[config.mk]
export PLATFORM = sky130hd
export DESIGN_NAME = pli_front
export DESIGN_NICKNAME = d
export VERILOG_FILES = /design/src/rtl/pli_pkg.sv /design/src/rtl/pli_front.sv
export SDC_FILE = /design/constraint.sdc
export NUM_CORES = 1
export LEC_CHECK = 0
export ABC_CLOCK_PERIOD_IN_PS = 4100
export BUFFER_PORTS_ARGS = -buffer_cell sky130_fd_sc_hd__buf_2
export CAP_MARGIN = 20
export CORE_ASPECT_RATIO = 0.6
export CORE_UTILIZATION = 56
export CTS_BUF_LIST = sky130_fd_sc_hd__clkbuf_16
export DETAILED_ROUTE_END_ITERATION = 16
export PLACE_DENSITY = 0.88
export SYNTH_ARGS = -nofsm -noshare
export SYNTH_HDL_FRONTEND = slang
export SYNTH_SLANG_ARGS = --single-unit
[constraint.sdc]
create_clock -name aclk -period 4.1 [get_ports aclk]
set_clock_uncertainty 0.2 [all_clocks]
set_input_delay 0.205 -clock aclk [delete_from_list [all_inputs] [get_ports aclk]]
set_output_delay 0.205 -clock aclk [all_outputs]
set_load 0.02 [all_outputs]
[src/rtl/pli_pkg.sv]
package pli_pkg;

    // transaction opcodes
    localparam logic CMD_WRITE = 1'b0;
    localparam logic CMD_QUERY = 1'b1;

    // result status codes
    typedef enum logic [1:0] {
        ST_OK        = 2'd0,
        ST_BELOW     = 2'd1,
        ST_ABOVE     = 2'd2,
        ST_ZERO_SPAN = 2'd3
    } status_t;

    // register indexes
    localparam int REG_KNOT_COUNT = 0;
    localparam int KNOT_COUNT_W   = 7;

endpackage

[src/rtl/pli_front.sv]
module pli_front #(
    parameter int TIME_BITS  = 32,
    parameter int VALUE_BITS = 32,
    parameter int QW         = 2
) (
    input  logic                  aclk,
    input  logic                  aresetn,
    input  logic                  s_valid,
    output logic                  s_ready,
    input  logic                  s_cmd,
    input  logic [5:0]            s_knot_index,
    input  logic [TIME_BITS-1:0]  s_knot_time,
    input  logic [VALUE_BITS-1:0] s_knot_value,
    input  logic [TIME_BITS-1:0]  s_query_time,
    output logic                  q_valid,
    input  logic                  q_ready,
    output logic                  q_cmd,
    output logic [5:0]            q_index,
    output logic [TIME_BITS-1:0]  q_time,
    output logic [VALUE_BITS-1:0] q_value
);
    import pli_pkg::*;

    localparam int DEPTH = 1 << QW;
    localparam int ENT_W = 1 + 6 + TIME_BITS + VALUE_BITS;

    logic [ENT_W-1:0] fifo_reg [DEPTH];
    logic [QW-1:0]    wptr_reg, rptr_reg;
    logic [QW:0]      cnt_reg;
    logic             push, pop;
    logic [TIME_BITS-1:0] tsel;
    logic [ENT_W-1:0] head;

    // classify: writes carry knot time, queries carry the query time
    assign tsel    = (s_cmd == CMD_QUERY) ? s_query_time : s_knot_time;
    assign s_ready = (cnt_reg != DEPTH[QW:0]);
    assign push    = s_valid && s_ready;
    assign q_valid = (cnt_reg != '0);
    assign pop     = q_valid && q_ready;
    assign head    = fifo_reg[rptr_reg];
    assign {q_cmd, q_index, q_time, q_value} = head;

    // queue storage
    always_ff @(posedge aclk) begin
        if (push) fifo_reg[wptr_reg] <= {s_cmd, s_knot_index, tsel, s_knot_value};
    end

    // queue pointers
    always_ff @(posedge aclk) begin
        if (!aresetn) begin
            wptr_reg <= '0;
            rptr_reg <= '0;
            cnt_reg  <= '0;
        end else begin
            if (push) wptr_reg <= wptr_reg + 1'b1;
            if (pop)  rptr_reg <= rptr_reg + 1'b1;
            cnt_reg <= cnt_reg + {{QW{1'b0}}, push} - {{QW{1'b0}}, pop};
        end
    end

    a_no_overflow: assert property (@(posedge aclk) disable iff (!aresetn)
        cnt_reg <= DEPTH[QW:0]) else $error("queue overflow");
    a_full_block: assert property (@(posedge aclk) disable iff (!aresetn)
        (cnt_reg == DEPTH[QW:0]) |-> !s_ready) else $error("ready while full");
    a_count: assert property (@(posedge aclk) disable iff (!aresetn)
        (push && !pop) |=> (cnt_reg == $past(cnt_reg) + 1'b1))
        else $error("count slip");

endmodule

=== Yosys cells after proc, flatten, opt, wreduce, memory -nomap -nowiden ===
Memories as Yosys holds them, arrays and structs flattened. A register that Yosys moved wholly into a read port is not among the register bits.
Index checks and enable logic that the tools add are counted.

* Register bits after elaboration: 7
* RAM bits: 284
* Input port bits: 107
* Output and inout bits: 73
* Logic and storage cells: 17
* Memories: 1

* Add/subtract/negate cells: 4
* Eq/ne operators: 1
* Multiplexer cells: 5
* Reduce and logical (&&, ||, !) cells: 3

{| class="wikitable"
|+ Memory list
! memory !! words !! bits a word !! rd ports !! clocked after Yosys merged registers in !! write ports !! line !! RTL
|-
| fifo_reg || 4 || 71 || 1 || 1 || 1 || pli_front.sv:27 || <nowiki>logic [ENT_W-1:0] fifo_reg [DEPTH];</nowiki>
|}

{| class="wikitable"
|+ Operators with widths
! cell !! count
|-
| 2-to-1 mux 32 bit || 1
|-
| adder 2 x 1 -> 2 bit, second input constant || 2
|-
| 2-to-1 mux 2 bit || 2
|-
| adder 3 x 1 -> 3 bit || 1
|-
| != test 3 bit, second input constant || 1
|-
| nonzero test 3 bit || 1
|-
| subtractor 3 x 1 -> 3 bit || 1
|-
| logical AND 1 bit || 2
|-
| 2-to-1 mux 1 bit || 2
|}

=== Longest topological paths before layout ===
Gate-level depths: netlist of run 1.

* Word-level depth: 4
* Gate-level depth with buffers: 11
* Mapped depth without buffers: 11

=== Worst setup path before layout of run 1 ===
OpenSTA, ideal clock, no wires.

* Path kind: flip-flop to flip-flop
* Start point: register cnt_reg[1]
* End point: memory fifo_reg[0][0] (netlist name), enable pin
* Library setup time: 437 ps
* Data arrival time: 2488 ps
* Required time: 3463 ps
* Path slack: 976 ps
* Cell stages (with the launch flop): 4
* Buffers on the path: 0
* Period minus slack after synthesis: 3124 ps
* Cells stage by stage: dfxtp_1 > nor2_1 > a21boi_2 > and2_1

* Word-level cells in the longest chain between the ends: 4

{| class="wikitable"
|+ RTL lines
! what !! line !! RTL
|-
| start: declaration || pli_front.sv:29 || <nowiki>logic [QW:0] cnt_reg;</nowiki>
|-
| start signal: assignment || pli_front.sv:57 || <nowiki>cnt_reg <= cnt_reg + {{QW{1'b0}}, push} - {{QW{1'b0}}, pop};</nowiki>
|-
| != test 3 bit || pli_front.sv:36 || <nowiki>assign s_ready = (cnt_reg != DEPTH[QW:0]);</nowiki>
|-
| logical AND 1 bit || pli_front.sv:37 || <nowiki>assign push = s_valid && s_ready;</nowiki>
|-
| 2-to-1 mux 1 bit || pli_front.sv:45 || <nowiki>if (push) fifo_reg[wptr_reg] <= {s_cmd, s_knot_index, tsel, s_knot_value};</nowiki>
|-
| 2-to-1 mux 1 bit (not written as such) || pli_front.sv:45 ||
|-
| end: declaration || pli_front.sv:27 ||
|}

Every way passes these cells.

==> results.sh, run 1 <==
export IMPL_outcome="finished, final reports clean"
export IMPL_h_tree_depth_reported_by_cts=1
export IMPL_place_hpwl_um=11500
export IMPL_dieArea_um2=20500
export IMPL_syn_area_per_cell_um2=24.6
export IMPL_drt_drc_violations_left=0
export IMPL_antenna_left=0
export IMPL_coreArea_um2=19300
export IMPL_net_count_of_the_mapped_netlist=569
export IMPL_via_count=5744
export IMPL_port_buffer_count=179
export IMPL_clk_transition_reported_paths_ns=0.07
export IMPL_crit_path_end_kind="primary output"
export IMPL_simple_logic_cell_fraction_of_the_synthesized_area_pct=0.817
export IMPL_yosys_reg_bits=293
export IMPL_synth_top_family_by_area="multiplexers"
export IMPL_max_vdd_ir_drop_v=0.000361
export IMPL_post_route_min_period_ns=2.96
export IMPL_timing_critical_path_required_ns=3.69
export IMPL_cell_area_after_synthesis_um2=11200
export IMPL_clkLatencyLatePin_ns=0.51
export IMPL_grt_max_degree=72
export IMPL_layout_worst_path_cycle_share_pct=72.2
export IMPL_post_synth_fa_ha_maj_area_fraction_pct=0.851
export IMPL_start_kind="flip-flop"
export IMPL_wire_length_of_the_first_global_routing_pass_um=33300
export IMPL_worstHoldPathType="input pin to flip-flop"
export IMPL_layout_setup_ws_ns=1.14
export IMPL_nets=863
export IMPL_leakage_uw=0.00493
export IMPL_total_of_endpoints_with_negative_setup_slack_in_the_final_report=0
export IMPL_via_count_of_the_first_global_routing_pass=6040
export IMPL_clkSinkCount=293
export IMPL_timing_hold_violations_final=0
export IMPL_yosysTopAreaCell="sky130_fd_sc_hd__edfxtp_1"
export IMPL_critPathMaxFanout=38
export IMPL_max_cap_viol_count=0
export IMPL_slew_headroom_pct=26.3
export IMPL_initial_utilization_pct=58.0
export IMPL_yosys_top_cells_area="sky130_fd_sc_hd__edfxtp_1, sky130_fd_sc_hd__mux4_2, sky130_fd_sc_hd__mux2_2"
export IMPL_post_cts_hold_buffer_count=106
export IMPL_crit_type="flip-flop to primary output"
export IMPL_synth_warnings=0
export IMPL_initial_antenna_violation_count=1
export IMPL_postRouteWirelength_um=22000
export IMPL_fraction_of_the_mapped_netlist_area_in_compound_gates_pct=0.258
export IMPL_cts_tree="yes"
export IMPL_clockRootBuffer="sky130_fd_sc_hd__clkbuf_16"
export IMPL_fraction_of_final_layout_cells_with_drive_strength_greater_than_1_pct=42.6
export IMPL_floorplan_rows=39
export IMPL_area_growth_syn_to_layout_pct=27.0
export IMPL_number_of_buffers_added_by_the_clock_tree_synthesis_step=26
export IMPL_netlist_instances=455
export IMPL_route_detailed_vias_per_inst=5.55
export IMPL_max_freq_mhz=338
export IMPL_arrival_ns=2.55
export IMPL_grt_use_total_pct=21.9
export IMPL_synth_largest_type_area_fraction_pct=76.3
export IMPL_ys_types=24
export IMPL_firstDrtPassIters=5
export IMPL_total_design_power_uw=8340
export IMPL_die_height_um=111
export IMPL_postCtsResizedCells=0
export IMPL_ys_seq_area_share_pct=77.9
export IMPL_place_gp_congestion=0.768
export IMPL_floorplan_die_width_um=184
export IMPL_pwr_density_cell_nw_per_um2=588
export IMPL_slew_viol_final=0
export IMPL_clock_path_buffers=3
export IMPL_max_ffs_per_register=284
export IMPL_final_total_negative_setup_slack_ns=0
export IMPL_detail_route_iter0_violations=421
export IMPL_ioPinCount=180
export IMPL_cts_setup_buffers=0
export IMPL_xor_xnor_fraction_of_synth_area_pct=0.314
export IMPL_worstMarginPinSlew_ns=1.10
export IMPL_dp_worst_setup_slack_ns=1.39
export IMPL_detail_route_wl_per_cell_um=21.2
export IMPL_grt_overflow=0
export IMPL_share_of_synthesized_area_spent_on_multiplexers_pct=17.7
export IMPL_rsz0062_at_grt="no"
[Yosys cell counts (all sizes together)]
| cell type | count |
|---|---|
| mux4 | 71 |
| fa | 1 |
| nand2 | 5 |
| buf | 19 |
| and2 | 7 |
| dfxtp | 9 |
| edfxtp | 284 |
| o31a | 1 |
| mux2 | 32 |
| nor2 | 1 |
| o311ai | 1 |
| or3 | 1 |
| a21boi | 1 |
| mux2i | 2 |
| ha | 6 |
| inv | 5 |
| clkbuf | 2 |
| xnor2 | 4 |
| nor2b | 3 |
[metal layers]
layer	share of wire, %	global-route usage, %	vias up
li1	-	-	2515
met1	41	29.7	2919
met2	49	36.4	270
met3	7.8	4.84	40
met4	2.1	5.50	0
met5	0	0	-
[logic make-up after synthesis]
family	count (synthesis)
xor+xnor	4
simple gates	17
flops	293
fa+ha+maj	7
mux	105
compound gates	3
buf+inv	26
[worst paths after layout]
| kind | start | to | slack [ns] | cells past startpoint |
|---|---|---|---|---|
| max | flip-flop | q_value[28] | 1.14 | 3 |
| min | s_cmd | fifo_reg[0][70] | 0.23 | 1 |
| max reg2reg | cnt_reg[1] | cnt_reg[2] | 1.30 | 11 |
| min reg2reg | wptr_reg[1] | wptr_reg[1] | 0.34 | 2 |
[metrics by stage]
stage,cells,hold slack [ns],instance area (µm²),utilization [%]
after floorplan,455,0.104,11200,-
after global placement,880,0.213,12200,63.4
after detailed placement,880,0.223,12200,63.4
after CTS,1033,0.200,14200,73.5
after global routing,1035,0.237,14200,73.6
final,1035,0.235,14200,73.6
[cell type report]
type / count / area [µm²]
well taps: 266 / 333
clock buffers: 27 / 676
repair buffers: 287 / 2000
inverters: 5 / 18.8
clock inverters: 20 / 204
flip-flops and latches: 293 / 8720
fillers: 1097 / 5080
diodes: 1 / 2.50
multi-input cells: 136 / 2240
[power by group]
part / total [µW] / internal [µW] / switching [µW]
logic: 1990 / 910 / 1080
registers: 3880 / 3650 / 233
clock network: 2470 / 1450 / 1020
total: 8340 / 6010 / 2330
[placed cells by master (no fill, tap or decap), types with 5 or more instances in the layout]
cell | Yosys | routed
sky130_fd_sc_hd__nand2_1 | 5 | 5
sky130_fd_sc_hd__buf_2 | 10 | 179
sky130_fd_sc_hd__edfxtp_1 | 284 | 284
sky130_fd_sc_hd__dlygate4sd3_1 | 0 | 106
sky130_fd_sc_hd__mux2_2 | 30 | 30
sky130_fd_sc_hd__dfxtp_1 | 9 | 7
sky130_fd_sc_hd__clkbuf_16 | 0 | 27
sky130_fd_sc_hd__clkinv_1 | 0 | 5
sky130_fd_sc_hd__mux4_2 | 70 | 70
sky130_fd_sc_hd__ha_1 | 6 | 6
sky130_fd_sc_hd__inv_1 | 5 | 8
[worst max-delay path: stages, from the launching register on]
cell and delay [ns]:
sky130_fd_sc_hd__dfxtp_4 0.89, sky130_fd_sc_hd__buf_12 0.34, sky130_fd_sc_hd__mux4_2 0.58, sky130_fd_sc_hd__buf_2 0.18
Power figures use the tool's default switching activity.
==> run 2: changes to the inputs <==
- ABC_CLOCK_PERIOD_IN_PS: 4100 -> 2800
- clock period: 4.1 -> 2.8 ns (I/O delays scaled with it)
==> run 2 against run 1 <==
Net effect:
- sequential power is 44% higher
- critical endpoint is now q_time[12]
- non-clock buffer count is 11 higher
- clock power is 40% higher
- critical path type unchanged
==> results.sh, run 2 (synthesized netlist as in run 1, its figures left out) <==
export IMPL_outcome="finished, final reports clean"
export IMPL_port_buffer_count=179
export IMPL_postRouteWirelength_um=22000
export IMPL_grt_overflow=0
export IMPL_r2r_worst_path_cells=11
export IMPL_ioPinCount=180
export IMPL_max_cap_viol_count=0
export IMPL_area_growth_syn_to_layout_pct=27.7
export IMPL_max_freq_mhz=385
export IMPL_dieArea_um2=20500
export IMPL_cts_setup_buffers=0
export IMPL_total_of_endpoints_with_negative_setup_slack_in_the_final_report=0
export IMPL_antenna_left=0
export IMPL_post_cts_hold_buffer_count=106
export IMPL_max_vdd_ir_drop_v=0.000539
export IMPL_reg2reg_setup_slack_ns=0.22
export IMPL_worst_hold_path_endpoint="fifo_reg[2][70]"
export IMPL_holdWs_ns=0.144
export IMPL_initial_utilization_pct=58.0
export IMPL_postCtsResizedCells=0
export IMPL_fraction_of_final_layout_cells_with_drive_strength_greater_than_1_pct=42.4
export IMPL_start_kind="flip-flop"
export IMPL_arrival_ns=2.26
export IMPL_min_delay_start="s_cmd"
export IMPL_leakage_uw=0.00499
export IMPL_clock_path_buffers=3
export IMPL_clockRootBuffer="sky130_fd_sc_hd__clkbuf_16"
export IMPL_critPathMaxStageDelay_ns=0.60
export IMPL_crit_path_end_kind="primary output"
export IMPL_r2r_end="cnt_reg[2]"
export IMPL_floorplan_rows=39
export IMPL_dp_worst_setup_slack_ns=0.247
export IMPL_most_common_layout_cells="sky130_fd_sc_hd__edfxtp_1, sky130_fd_sc_hd__buf_2, sky130_fd_sc_hd__dlygate4sd3_1"
export IMPL_place_gp_congestion=0.780
export IMPL_slew_viol_final=0
export IMPL_worst_hold_path_num_cells=1
export IMPL_cts_tree="yes"
export IMPL_clkSinkCount=293
export IMPL_floorplan_die_width_um=184
export IMPL_via_count_of_the_first_global_routing_pass=6161
export IMPL_total_design_power_uw=12100
export IMPL_h_tree_depth_reported_by_cts=1
export IMPL_initial_antenna_violation_count=0
export IMPL_layout_worst_path_cycle_share_pct=92.8
export IMPL_post_route_min_period_ns=2.60
export IMPL_clkLatencyLatePin_ns=0.51
export IMPL_firstDrtPassIters=4
export IMPL_nets=874
export IMPL_critPathMaxFanout=18
export IMPL_timing_critical_path_required_ns=2.46
export IMPL_detail_route_iter0_violations=402
export IMPL_cp_num_buf_inv=2
export IMPL_coreArea_um2=19300
export IMPL_die_height_um=111
export IMPL_drt_drc_violations_left=0
export IMPL_place_hpwl_um=12600
export IMPL_crit_type="flip-flop to primary output"
export IMPL_rsz0062_at_grt="no"
export IMPL_antennaDiodeCount=0
export IMPL_critical_path_top_delay_family="flip-flops"
export IMPL_max_ffs_per_register=284
export IMPL_mostFrequentLayoutCell="sky130_fd_sc_hd__edfxtp_1"
export IMPL_detail_route_wl_per_cell_um=21.0
export IMPL_final_total_negative_setup_slack_ns=0
export IMPL_worst_flop_to_flop_path_startpoint="cnt_reg[1]"
export IMPL_cp_slowest_cell="sky130_fd_sc_hd__dfxtp_4"
export IMPL_number_of_buffers_added_by_the_clock_tree_synthesis_step=26
export IMPL_layout_setup_ws_ns=0.201
export IMPL_pwr_density_cell_nw_per_um2=850
export IMPL_slew_headroom_pct=39.0
export IMPL_grt_use_total_pct=22.1
export IMPL_wire_length_of_the_first_global_routing_pass_um=34000
export IMPL_timing_hold_violations_final=0
export IMPL_worstHoldPathType="input pin to flip-flop"
export IMPL_grt_max_degree=40
export IMPL_clk_transition_reported_paths_ns=0.07
export IMPL_route_detailed_vias_per_inst=5.44
export IMPL_worstMarginPinSlew_ns=0.915
export IMPL_via_count=5690
export IMPL_worstPathCellList="buf_4 -> mux4_2 -> buf_2"
run 2: changes by cell type in the layout (fill, tap and decap cells not counted), sizes merged:
cell and delta:
clkinvlp -1, inv +6, clkinv -3, buf +11, bufinv -1, diode -1
run 2: worst max-delay path by stage:
stage / from / to / slack (ns) / depth (start not counted)
3_3_place_gp: cnt_reg[1] / cnt_reg[2] / 0.44 / 11
2_1_floorplan: cnt_reg[1] / cnt_reg[2] / 0.37 / 11
3_5_place_dp: cnt_reg[1] / cnt_reg[2] / 0.25 / 11
5_1_grt: flip-flop / q_time[12] / 0.06 / 3
4_1_cts: flip-flop / q_time[12] / 0.13 / 3
6_report: flip-flop / q_time[12] / 0.20 / 3
run 2: worst register-to-register path, cell delays in order (launching register included):
cell and delay (ns):
sky130_fd_sc_hd__dfxtp_1 0.47, sky130_fd_sc_hd__nor2_1 0.12, sky130_fd_sc_hd__a21boi_2 0.19, sky130_fd_sc_hd__inv_1 0.08, sky130_fd_sc_hd__ha_1 0.29, sky130_fd_sc_hd__inv_1 0.07, sky130_fd_sc_hd__ha_1 0.14, sky130_fd_sc_hd__inv_1 0.06
sky130_fd_sc_hd__fa_1 0.41, sky130_fd_sc_hd__xnor2_1 0.16, sky130_fd_sc_hd__xnor2_1 0.14, sky130_fd_sc_hd__and2_1 0.16
run 2: per-layer routing:
| metal | up-vias | routed length [µm] | track usage (%) |
|---|---|---|---|
| met4 | 0 | 312 | 5.17 |
| li1 | 2525 | - | - |
| met1 | 2904 | 8760 | 29.4 |
| met3 | 24 | 1660 | 4.58 |
| met2 | 237 | 11300 | 38.0 |
| met5 | - | 0 | 0 |
run 2: cell type report:
| type | instances | area (µm²) |
|---|---|---|
| clock inverters | 21 | 160 |
| flip-flops and latches | 293 | 8720 |
| clock buffers | 27 | 676 |
| fillers | 1051 | 5010 |
| multi-input cells | 136 | 2240 |
| repair buffers | 298 | 2120 |
| well taps | 266 | 333 |
| inverters | 5 | 18.8 |
run 2: where the power goes:
group          internal (µW)  switching [µW]  leakage [µW]
combinational           1390            1690       0.00187
sequential              5340             234       0.00268
clock                   2010            1460      0.000442
run 2: stage by stage:
stage | cell area [µm²] | std cells | utilization [%]
4_1_cts | 14300 | 1046 | 74.0
3_3_place_gp | 12400 | 892 | 64.2
6_report | 14300 | 1046 | 74.0
3_5_place_dp | 12400 | 892 | 64.2
5_1_grt | 14300 | 1046 | 74.0
2_1_floorplan | 11200 | 455 | -
==> run 3: changes to the inputs <==
- PLACE_DENSITY: 0.88 -> 0.79
- SETUP_SLACK_MARGIN: default -> 0.2
==> run 3 against run 2 <==
Net effect:
- maximum frequency increased by 4.6%
- final area increased by 0.92%
- worst setup slack improved by 0.11 ns
- power increased by 1.6%
- first-iteration DRC count decreased by 2.5%
- clock power increased by 2%
- hold slack got worse by 0.0083 ns
- register-to-register slack improved by 0.12 ns
- highest routed layer unchanged
==> results.sh, run 3 (synthesized netlist as in run 1, its figures left out) <==
export IMPL_outcome="finished, final reports clean"
export IMPL_reg2reg_setup_slack_ns=0.34
export IMPL_clockRootBuffer="sky130_fd_sc_hd__clkbuf_16"
export IMPL_firstDrtPassIters=6
export IMPL_antenna_left=0
export IMPL_clk_transition_reported_paths_ns=0.06
export IMPL_floorplan_die_width_um=184
export IMPL_place_gp_congestion=0.767
export IMPL_worst_hold_path_endpoint="fifo_reg[2][70]"
export IMPL_antennaDiodeCount=0
export IMPL_start_kind="flip-flop"
export IMPL_leakage_uw=0.00504
export IMPL_via_count=5717
export IMPL_coreArea_um2=19300
export IMPL_die_height_um=111
export IMPL_mostFrequentLayoutCell="sky130_fd_sc_hd__edfxtp_1"
export IMPL_layout_worst_path_cycle_share_pct=88.7
export IMPL_arrival_ns=2.14
export IMPL_cts_tree="yes"
export IMPL_max_ffs_per_register=284
export IMPL_total_of_endpoints_with_negative_setup_slack_in_the_final_report=0
export IMPL_clkSinkCount=293
export IMPL_post_route_min_period_ns=2.48
export IMPL_max_vdd_ir_drop_v=0.000602
export IMPL_initial_utilization_pct=58.0
export IMPL_port_buffer_count=179
export IMPL_drt_drc_violations_left=0
export IMPL_timing_critical_path_required_ns=2.46
export IMPL_critPathMaxFanout=13
export IMPL_place_hpwl_um=13300
export IMPL_worstMarginPinSlew_ns=0.503
export IMPL_placed_cell_area_um2=12400
export IMPL_wire_length_of_the_first_global_routing_pass_um=34300
export IMPL_fill_cells=1054
export IMPL_crit_type="flip-flop to primary output"
export IMPL_dieArea_um2=20500
export IMPL_slew_headroom_pct=66.5
export IMPL_fraction_of_final_layout_cells_with_drive_strength_greater_than_1_pct=43.8
export IMPL_pwr_density_cell_nw_per_um2=855
export IMPL_r2r_end="cnt_reg[2]"
export IMPL_floorplan_rows=39
export IMPL_detail_route_wl_per_cell_um=21.3
export IMPL_max_freq_mhz=403
export IMPL_ioPinCount=180
export IMPL_final_total_negative_setup_slack_ns=0
export IMPL_h_tree_depth_reported_by_cts=1
export IMPL_number_of_buffers_added_by_the_clock_tree_synthesis_step=26
export IMPL_r2r_worst_path_cells=11
export IMPL_area_growth_syn_to_layout_pct=28.8
export IMPL_max_cap_viol_count=0
export IMPL_worst_flop_to_flop_path_startpoint="cnt_reg[0]"
export IMPL_grt_overflow=0
export IMPL_slew_viol_final=0
export IMPL_grt_use_total_pct=22.5
export IMPL_clkLatencyLatePin_ns=0.52
export IMPL_ff_latch_area_um2=8720
export IMPL_multiInputGateArea_um2=2240
export IMPL_total_design_power_uw=12300
export IMPL_detail_route_iter0_violations=392
export IMPL_finalInstanceArea_um2=14400
export IMPL_route_detailed_vias_per_inst=5.43
export IMPL_min_delay_start="s_cmd"
export IMPL_most_common_layout_cells="sky130_fd_sc_hd__edfxtp_1, sky130_fd_sc_hd__buf_2, sky130_fd_sc_hd__dlygate4sd3_1"
export IMPL_worst_hold_path_num_cells=2
export IMPL_timing_hold_violations_final=0
export IMPL_nets=881
export IMPL_via_count_of_the_first_global_routing_pass=6067
export IMPL_postRouteWirelength_um=22500
export IMPL_grt_max_degree=41
export IMPL_rsz0062_at_grt="no"
export IMPL_worstHoldPathType="input pin to flip-flop"
export IMPL_clock_path_buffers=3
export IMPL_initial_antenna_violation_count=0
export IMPL_crit_path_end_kind="primary output"
-- run 3: changes by cell type in the layout (fill, tap and decap cells not counted), sizes merged --
cell      change
clkinv        +2
buf           +7
inv           -4
clkinvlp      +2
-- run 3: metrics by stage --
stage	std cells	setup WS (ns)	utilization (%)	hold WS (ns)
after floorplan	455	0.371	-	0.0389
after global placement	898	0.434	64.6	0.149
after detailed placement	898	0.330	64.6	0.159
after CTS	1053	0.261	74.7	0.138
after global routing	1053	0.212	74.7	0.143
final	1053	0.316	74.7	0.136
-- run 3: worst max path at each step --
stage / startpoint / to / cells after the start
after floorplan: cnt_reg[1] / cnt_reg[2] / 11
after global placement: cnt_reg[1] / cnt_reg[2] / 11
after detailed placement: cnt_reg[1] / cnt_reg[2] / 11
after CTS: flip-flop / q_value[9] / 3
after global routing: flip-flop / q_value[9] / 3
final: flip-flop / q_time[20] / 3
-- run 3: repair_timing --
action / CTS / global route
buffers inserted: 1 / 0
endpoints found under the setup margin: 12 / 1
endpoints found under the hold margin: 289 / 0
resized for setup: 0 / 1
hold buffers: 106 / 0
-- run 3: cell type report --
type / count / share of cell area, %
inverter: 5 / 0.130
clock buffer: 27 / 4.69
sequential: 293 / 60.6
multi-input combinational: 136 / 15.6
clock inverter: 21 / 1.25
tap: 266 / 2.31
timing repair buffer: 305 / 15.5
-- run 3: report_power, final --
| part | switching, µW | internal [µW] | leakage, µW |
|---|---|---|---|
| Sequential | 219 | 5330 | 0.00268 |
| Clock | 1520 | 2030 | 0.000430 |
| Combinational | 1740 | 1470 | 0.00193 |
| Total | 3480 | 8840 | 0.00504 |
-- run 3: worst max-delay path, stage by stage (launching register included) --
cell and delay (ns):
sky130_fd_sc_hd__dfxtp_4 0.56, sky130_fd_sc_hd__buf_4 0.31, sky130_fd_sc_hd__mux4_2 0.56, sky130_fd_sc_hd__buf_2 0.18
-- run 3: layer usage --
metal	track usage [%]	routed length, µm	up-vias
li1	-	-	2549
met1	32.9	9720	2889
met2	35.7	10600	253
met3	5.56	1850	26
met4	3.39	316	0
met5	0	0	-
